--- config.mk ---
export PLATFORM = sky130hd
export DESIGN_NAME = pfs_front
export DESIGN_NICKNAME = d
export VERILOG_FILES = /design/src/design/pfs_pkg.sv /design/src/design/pfs_front.sv
export SDC_FILE = /design/constraint.sdc
export NUM_CORES = 1
export LEC_CHECK = 0
export BUFFER_PORTS_ARGS = -buffer_cell sky130_fd_sc_hd__buf_2
export CORE_MARGIN = 2
export CORE_UTILIZATION = 52
export DETAILED_ROUTE_END_ITERATION = 8
export GPL_TIMING_DRIVEN = 0
export PLACE_DENSITY = 0.79
export SLEW_MARGIN = 10
export SYNTH_ARGS = -nofsm -noshare
export SYNTH_HDL_FRONTEND = slang
export SYNTH_SLANG_ARGS = --single-unit
--- constraint.sdc ---
create_clock -name clk -period 6.9 [get_ports clk]
set_clock_uncertainty 0.15 [all_clocks]
set_input_delay 0.345 -clock clk [delete_from_list [all_inputs] [get_ports clk]]
set_output_delay 0.345 -clock clk [all_outputs]
set_load 0.01 [all_outputs]
--- src/design/pfs_pkg.sv ---
// Shared constants, types and helpers of the persistent flow sketch update block.
package pfs_pkg;

    // Table geometry
    localparam int ROWS      = 4;
    localparam int ROW_W     = (ROWS > 1) ? $clog2(ROWS) : 1;
    localparam int COLUMNS   = 1024;
    localparam int COL_W     = $clog2(COLUMNS);
    localparam int ADDR_W    = ROW_W + COL_W;
    localparam int KEY_BITS  = 64;
    localparam int KEY_BYTES = KEY_BITS / 8;

    // Field widths
    localparam int CNT_W     = 16;
    localparam int HIT_W     = 12;
    localparam int DRAW_W    = 31;
    localparam int TOTAL_W   = 32;
    localparam int SEED_W    = 64;
    localparam int ROWF_W    = 2;
    localparam int IDX_W     = 3;
    localparam int IN_DATA_W  = 96;
    localparam int OUT_DATA_W = 40;

    localparam logic [CNT_W-1:0] CNT_MAX     = '1;
    localparam logic [HIT_W-1:0] HIT_MAX     = '1;
    localparam logic [HIT_W-1:0] BURST_RESET = 12'd2000;

    // MurmurHash64A multiplier and the seed mix for the key length
    localparam logic [63:0] MUR_M    = 64'hc6a4a7935bd1e995;
    localparam logic [63:0] SEED_MIX = 64'(KEY_BYTES) * MUR_M;

    // Configuration register indexes
    localparam logic [IDX_W-1:0] REG_SEED0 = 3'd0;
    localparam logic [IDX_W-1:0] REG_BURST = 3'd4;

    typedef enum logic [2:0] {
        OC_INSERTED    = 3'd0,
        OC_HIT         = 3'd1,
        OC_HIT_CLEARED = 3'd2,
        OC_DECAYED     = 3'd3,
        OC_REPLACED    = 3'd4,
        OC_UNCHANGED   = 3'd5,
        OC_WINDOW      = 3'd6
    } outcome_t;

    typedef enum logic [3:0] {
        ST_CLEAR,
        ST_IDLE,
        ST_HASH,
        ST_READ,
        ST_EVAL,
        ST_POST,
        ST_DIV,
        ST_APPLY,
        ST_OUT
    } back_state_t;

    // One queued request
    typedef struct packed {
        logic                win;
        logic [KEY_BITS-1:0] key;
        logic [DRAW_W-1:0]   draw;
    } item_t;

    // Counters of one bucket
    typedef struct packed {
        logic             valid;
        logic [CNT_W-1:0] cnt;
        logic [HIT_W-1:0] hits;
    } word_t;

    // Per-window flags of one bucket
    typedef struct packed {
        logic seen;
        logic decayed;
    } flag_t;

    // ceil(h/5) by reciprocal: exact over the whole 12-bit range
    function automatic logic [HIT_W-1:0] fifth_ceil(input logic [HIT_W-1:0] h);
        logic [25:0] p;
        p = (26'(h) + 26'd4) * 26'd3277;
        return HIT_W'(p >> 14);
    endfunction

endpackage

--- src/design/pfs_front.sv ---
// Front part: accepts requests, splits out the key and draw, tags window items and queues them.
module pfs_front (
    input  logic                      clk,
    input  logic                      rst_n,
    input  logic                      s_tvalid,
    output logic                      s_tready,
    input  logic [pfs_pkg::IN_DATA_W-1:0] s_tdata,
    input  logic                      s_tuser,
    output pfs_pkg::item_t            item,
    output logic                      item_valid,
    input  logic                      item_pop
);
    import pfs_pkg::*;

    item_t       q_reg [2];
    logic        wp_reg;
    logic        rp_reg;
    logic [1:0]  cnt_reg;
    logic        push;
    item_t       in_item;

    always_comb
    begin
        in_item.win  = s_tuser;
        in_item.key  = s_tdata[KEY_BITS-1:0];
        in_item.draw = s_tdata[64 +: DRAW_W];
    end

    assign s_tready   = (cnt_reg != 2'd2);
    assign push       = s_tvalid && s_tready;
    assign item_valid = (cnt_reg != 2'd0);
    assign item       = q_reg[rp_reg];

    always_ff @(posedge clk)
    begin
        if (push)
        begin
            q_reg[wp_reg] <= in_item;
        end
    end

    always_ff @(posedge clk or negedge rst_n)
    begin
        if (!rst_n)
        begin
            wp_reg  <= 1'b0;
            rp_reg  <= 1'b0;
            cnt_reg <= 2'd0;
        end
        else
        begin
            if (push)
            begin
                wp_reg <= ~wp_reg;
            end
            if (item_pop)
            begin
                rp_reg <= ~rp_reg;
            end
            if (push && !item_pop)
            begin
                cnt_reg <= cnt_reg + 2'd1;
            end
            else if (item_pop && !push)
            begin
                cnt_reg <= cnt_reg - 2'd1;
            end
        end
    end

endmodule

# After elaboration in Yosys (flattened, before gate mapping)
# Memories as Yosys holds them, arrays and structs flattened.
# Cells that the tools add are included.
[op_classes]
div = 0
n_eq_ne = 1
mul = 0
bitwise_logic = 2
magnitude_cmp = 0
mux = 4
n_addsub = 2
n_shift = 0
reduce_logical = 7
[op_table]
columns = ["operator", "count"]
rows = [
  ["2-to-1 mux 2 bit", 2],
  ["nonzero test 2 bit", 2],
  ["logical AND 1 bit", 3],
  ["adder 2 x 1 -> 2 bit (second input constant)", 1],
  ["logical NOT 1 bit", 2],
  ["2-to-1 mux 1 bit", 2],
  ["!= test 2 bit (second input constant)", 1],
  ["NOT 1 bit", 2],
  ["subtractor 2 x 1 -> 2 bit (second input constant)", 1],
]
[word_totals]
ram_bits = 192
in_bits = 101
memories = 1
output_inout_bits = 98
romBits = 0
register_bits = 4
elab_cells = 20
latchBits = 0
[memory_table]
columns = ["name", "depth", "width", "read_ports", "rd_clocked_by_memory_dff", "wr", "line", "text"]
rows = [
  ["q_reg", 2, 96, 1, 0, 1, "pfs_front.sv:15", "item_t q_reg [2];"],
]

# Longest topological paths before layout
# Gate-level depths: netlist of run 1.
[logic_depth]
ltp_word = 6
ltp_mapped = 7
ltp_nobuf = 7

# Least setup slack after synthesis of run 1
# Ideal clock, no wire load.
[synth_timing]
kind = "reg2reg"
start = "register cnt_reg[0]"
end = "memory q_reg[0][0] in the netlist's numbering (enable)"
path_stages_with_launch = 4
n_path_buf = 0
setup_time_ns = 0.551
arrival_time_ns = 4.697
period_less_slack_ns = 5.398
t_required_ns = 6.199
setup_slack_ns = 1.502
path_cell_list = "dfrtp_1 -> nand2b_1 -> nand2_1 -> nor2_1"
[synth_between]
elab_chain_len = 4
[synth_rtl]
columns = ["item", "line", "text"]
rows = [
  ["from (decl)", "pfs_front.sv:18", "logic [1:0] cnt_reg;"],
  ["from (signal assigned)", "pfs_front.sv:62", "cnt_reg <= cnt_reg + 2'd1;"],
  ["from (signal assigned)", "pfs_front.sv:66", "cnt_reg <= cnt_reg - 2'd1;"],
  ["!= test 2 bit", "pfs_front.sv:29", "assign s_tready = (cnt_reg != 2'd2);"],
  ["net s_tready", "pfs_front.sv:6", "output logic s_tready,"],
  ["logical AND 1 bit", "pfs_front.sv:30", "assign push = s_tvalid && s_tready;"],
  ["2-to-1 mux 1 bit", "pfs_front.sv:36", "if (push)"],
  ["2-to-1 mux 1 bit (implied by the code)", "pfs_front.sv:38", "q_reg[wp_reg] <= in_item;"],
  ["to (decl)", "pfs_front.sv:15", ""],
]
# The timed path passes the listed nets, and every way through them passes these cells.

==> results of run 1 <==
cells in the mapped netlist, drive strengths merged:
| master | count | share of area (%) |
|---|---|---|
| and3 | 1 | 0.086 |
| buf | 11 | 1.2 |
| dfrtp | 4 | 1.4 |
| edfxtp | 192 | 80 |
| ha | 1 | 0.17 |
| inv | 2 | 0.10 |
| mux2 | 96 | 16 |
| nand2 | 1 | 0.052 |
| nand2b | 1 | 0.086 |
| nor2 | 2 | 0.10 |
| or2 | 1 | 0.086 |
| xnor2 | 2 | 0.24 |
| xor2 | 3 | 0.36 |
routing by layer:
layer / global-route usage (%) / wire [µm] / up-vias
met5: 0 / 0 / -
met4: 9.05 / 321 / 0
met3: 6.65 / 1010 / 27
met2: 35.9 / 8050 / 163
met1: 23.8 / 5810 / 2074
li1: - / - / 1895
kinds of logic after synthesis:
family,after synthesis,synth area share (%)
and+or+nand+nor,6,0.415
muxes,96,16.5
adders and majority gates,1,0.173
buffers and inverters,13,1.30
xor gates and xnor gates,5,0.605
DFF,196,81.0
final cells by class:
type / count / area, µm² / share of cell area, %
inverters: 2 / 7.51 / 0.0736
repair buffers: 300 / 2100 / 20.6
plain buffers: 11 / 86.3 / 0.846
clock inverters: 13 / 203 / 1.99
clock buffers: 17 / 425 / 4.17
multi-input cells: 108 / 1290 / 12.7
well taps: 180 / 225 / 2.21
flip-flops and latches: 196 / 5870 / 57.5
power breakdown:
group | total (W) | leakage (nW) | internal, W | switching, W
clock network | 0.00106 | 0.309 | 0.000640 | 0.000415
logic | 0.00130 | 1.85 | 0.000645 | 0.000660
registers | 0.00170 | 1.83 | 0.00163 | 0.0000746
cell usage in the layout (no fill, tap or decap), types with 3 or more instances in the layout:
cell type        n
mux2_2          66
clkbuf_16       17
buf_16           4
inv_6            3
xor2_1           3
bufinv_16        5
dfrtp_1          4
buf_2          203
buf_6            5
edfxtp_1       192
mux2_4          30
dlygate4sd3_1   98
through the flow:
step                      setup slack [ps]  TNS, ps  hold WS, ps  power [W]  instance area (µm²)
after floorplan                       1500        0         -101    0.00251                 7240
after global placement                -388   -36760      -0.0805    0.00292                 8450
final                                 4670        0          115    0.00406                10200
after detailed placement              4800        0         7.81    0.00297                 8590
after CTS                             4630        0          101    0.00406                10200
after global routing                  4610        0          110    0.00423                10200
worst reg2reg max path: stages, from the launching register on:
cell,delay (ps)
dfrtp_1,440
nand2b_1,180
nand2_1,150
nor2_4,460
buf_16,250
buf_12,210
timing repair:
action	4_1_cts	5_1_grt
gates resized for setup	0	0
hold buffers	98	0
buffers inserted	0	0
hold endpoints to repair	197	0
path summary, 6_finish.rpt:
kind                                 start  slack [ps]           end  cells after the start
worst max-delay path                rp_reg        4670      item[59]                      5
worst min-delay path                 rst_n         120        wp_reg                      2
worst max register to register  cnt_reg[0]        4750  q_reg[0][75]                      5
worst min register to register  cnt_reg[1]         350    cnt_reg[1]                      1
max in group asynchronous            rst_n        6350        rp_reg                      2
min in group clk                  s_tvalid         190        wp_reg                      3
==> flow_summary_export.csv, run 1 <==
group,metric,value,unit
setup_path,worst_ep_arrival_time,1740,ps
finish,stdcell_count,827,
global_routing,grt_pass1_vias,4391,
setup_path,cpLargestDelayFamily,"buffers and inverters",
setup_path,critical_path_class,"reg2out",
sta,slew_viol_final,0,
power,leakagePower,3.99,nW
drt,wl,15200,µm
floorplan,ios,199,
clock_network,cts-root-buf,"clkbuf_16",
clock_network,clock-sinks,196,
global_routing,globalRoute.totalOverflow,0,
clock_network,cts.htree.levels,4,
yosys,netlist_area,7240,µm²
clock_network,clockBufferDepth,2,
sta,period_minus_slack,2230,ps
yosys,ys_seq_area_share,81.0,%
place,port_buffers,197,
floorplan,die_w,122,µm
drt,drt-initial-drc-count,275,
finish,largest_register_ffs,192,
sta,maxSlewHeadroom,56.5,%
sta,final-hold-violation-count,0,
sta,worst_pin_slew,653,ps
global_routing,grt_usage,20.8,%
global_routing,antenna_found_initial,0,
global_routing,grt_pass1_wl,22900,µm
yosys,avgSynthCellArea,22.8,µm²
setup_path,path_cells,"buf_6 > buf_6 > buf_6 > mux2_4 > buf_2",
sta,fmax,0.448,GHz
floorplan,die_h,122,µm
finish,area_delta_synth_final,40.9,%
worst_hold_path,hold_path_class,"in2async",
setup_path,slowest_stage,"dfrtp_1",
setup_path,crit_buf_inv,4,
global_routing,grt_max_degree,54,
finish,diodes,0,
drt,num_vias,4159,
setup_path,start_kind,"flip-flop",
floorplan,num_rows,43,
clock_network,cts_made_buffers,17,
finish,fill_cells,771,
finish,drive_gt1_share,52.6,%
sta,setup_violations,0,
sta,rsz0062_at_grt,"false",
yosys,synth_cell_types,15,
place,hpwlAfterDp,8620,µm
setup_path,cp_common_cell,"buf_6",
drt,ant_nets,0,
yosys,yosysWarnings,0,
power,power_density,398,nW/µm²
floorplan,coreArea,13700,µm²
drt,wl_per_cell,18.4,µm
finish,fin_nets,738,
clock_network,clkTransAtPathRegs,70,ps
place,place_congestion,0.712,
floorplan,dieArea,14900,µm²
clock_network,cts_tree,"yes",
drt,vias_per_cell,5.03,
yosys,synthCells,317,
yosys,synth_nets,419,
yosys,ys_ff_latch,196,
setup_path,critPathCaptureType,"output pin",
power,ir_drop,281,µV
setup_path,crit_fanout,10,
setup_path,crit_path_max_incr_delay,340,ps
status,status,"finished clean",
finish,final_util,74.4,%
place,place_inst,699,
floorplan,initial_core_util,52.8,%
flow_run,cap_violations,0,
drt,firstDrtPassIters,4,
drt,drc_errors,0,
sta,layout_worst_path_cycle_share,32.4,%
setup_path,required,6400,ps
clock_network,clk_latency,420,ps
Power figures use the tool's default switching activity.
==> run 2, diff against run 1 <==
==> constraint.sdc (replaced) <==
create_clock -name clk -period 2.3 [get_ports clk]
set_clock_uncertainty 0.15 [all_clocks]
set_input_delay 0.115 -clock clk [delete_from_list [all_inputs] [get_ports clk]]
set_output_delay 0.115 -clock clk [all_outputs]
set_load 0.01 [all_outputs]
==> run 2 against run 1 <==
Compared with the run above: critical path depth fell by 2; die area did not move; wire length fell by 0.78%; register-to-register slack got worse by 4500 ps; cell count rose by 0.48%; utilization fell by 0.37 points; worst setup slack got worse by 4400 ps; sequential power rose to 3.0 times the previous value; non-clock buffer count rose by 1; sequential cell count did not move.
==> flow_summary_export.csv, run 2 (synthesized netlist as in run 1, its figures left out) <==
group,metric,value,unit
status,status,"finished clean",
finish,area_delta_synth_final,40.2,%
floorplan,num_rows,43,
setup_path,required,2250,ps
floorplan,initial_core_util,52.8,%
clock_network,cts_made_buffers,17,
clock_network,clk_latency,420,ps
place,port_buffers,197,
drt,firstDrtPassIters,7,
finish,largest_register_ffs,192,
finish,drive_gt1_share,52.8,%
setup_path,worst_ep_arrival_time,2030,ps
power,power_density,1170,nW/µm²
sta,tns,0,ps
floorplan,dieArea,14900,µm²
setup_path,critical_path_class,"reg2reg",
clock_network,clkTransAtPathRegs,60,ps
global_routing,antenna_found_initial,0,
setup_path,worstSetupEndpoint,"q_reg[1][87]",
sta,setup_violations,0,
sta,layout_worst_path_cycle_share,90.3,%
clock_network,cts.htree.levels,4,
clock_network,cts_tree,"yes",
clock_network,clock-sinks,196,
sta,final-hold-violation-count,0,
sta,hold-worst-slack,263,ps
drt,ant_nets,0,
drt,wl_per_cell,18.1,µm
global_routing,grt_pass1_vias,4429,
worst_hold_path,hold_path_class,"in2reg",
setup_path,critPathCaptureType,"flip-flop",
place,pre_cts_ws,130,ps
flow_run,cap_violations,0,
setup_path,r2r-start,"cnt_reg[0]",
setup_path,r2r_slack,220,ps
floorplan,coreArea,13700,µm²
setup_path,crit_fanout,52,
global_routing,globalRoute.totalOverflow,0,
global_routing,grt_usage,20.8,%
drt,wl,15100,µm
finish,fin_nets,740,
power,leakagePower,3.96,nW
sta,maxSlewHeadroom,56.4,%
clock_network,cts-root-buf,"clkbuf_16",
global_routing,grt_max_degree,53,
power,p_total,0.0119,W
setup_path,timing.rr.end,"q_reg[1][87]",
sta,worst_pin_slew,653,ps
finish,layout_commonest_cell,"buf_2",
finish,final_cell_mix,"buf_2, edfxtp_1, dlygate4sd3_1",
drt,vias_per_cell,5.00,
sta,fmax,0.481,GHz
drt,num_vias,4157,
floorplan,die_w,122,µm
sta,slew_viol_final,0,
drt,drc_errors,0,
clock_network,postCtsSetupBuffers,0,
clock_network,clockBufferDepth,2,
setup_path,crit_start,"cnt_reg[0]",
drt,drt-initial-drc-count,220,
place,place_congestion,0.706,
setup_path,start_kind,"flip-flop",
power,ir_drop,743,µV
setup_path,ff2ff_path_depth,3,
sta,rsz0062_at_grt,"false",
floorplan,ios,199,
global_routing,grt_pass1_wl,22800,µm
sta,setup_ws,223,ps
floorplan,die_h,122,µm
sta,period_minus_slack,2080,ps
place,hpwlAfterDp,8880,µm
finish,diodes,0,
clock_network,ctsResizeCount,0,
-- run 2: worst min path at each step --
stage	startpoint	end	cells after the start
after floorplan	rst_n	cnt_reg[0]	0
after global placement	rst_n	wp_reg	1
after detailed placement	rst_n	wp_reg	1
after CTS	s_tdata[47]	q_reg[1][78]	2
after global routing	s_tdata[53]	q_reg[1][84]	2
final	s_tdata[91]	q_reg[1][27]	2
-- run 2: through the flow --
| stage | area, µm² | utilization, % | instances |
|---|---|---|---|
| after CTS | 10100 | 73.9 | 830 |
| final | 10200 | 74.0 | 831 |
| after floorplan | 7260 | - | 317 |
| after global placement | 8470 | 61.8 | 694 |
| after detailed placement | 8570 | 62.4 | 698 |
| after global routing | 10200 | 74.0 | 831 |
-- run 2: area by class of cell --
cell class,count,area (µm²)
timing repair buffer,301,2070
multi-input combinational,109,1310
sequential,196,5870
fill,779,3570
buffer,11,86.3
clock inverter,14,149
tap,180,225
inverter,2,7.51
clock buffer,18,429
-- run 2: worst max-delay path, cell delays in order, from the launching register on --
cell      delay (ps)
dfrtp_1          420
nand2b_4         180
and3_4           620
buf_16           340
-- run 2: timing repair --
action | in CTS | in global routing
hold endpoints to repair | 199 | 0
setup endpoints to repair | 0 | 29
hold buffers | 100 | 0
-- run 2: power breakdown --
group | switching, W | leakage, nW | internal [W]
clock | 0.00127 | 0.276 | 0.00161
combinational | 0.00198 | 1.85 | 0.00190
sequential | 0.000226 | 1.83 | 0.00488
total | 0.00347 | 3.96 | 0.00839
-- run 2: layer usage --
layer	wire [µm]	global-route usage (%)
met1	5700	24.1
met2	8020	36.5
met3	1090	6.09
met4	263	8.12
met5	0	0
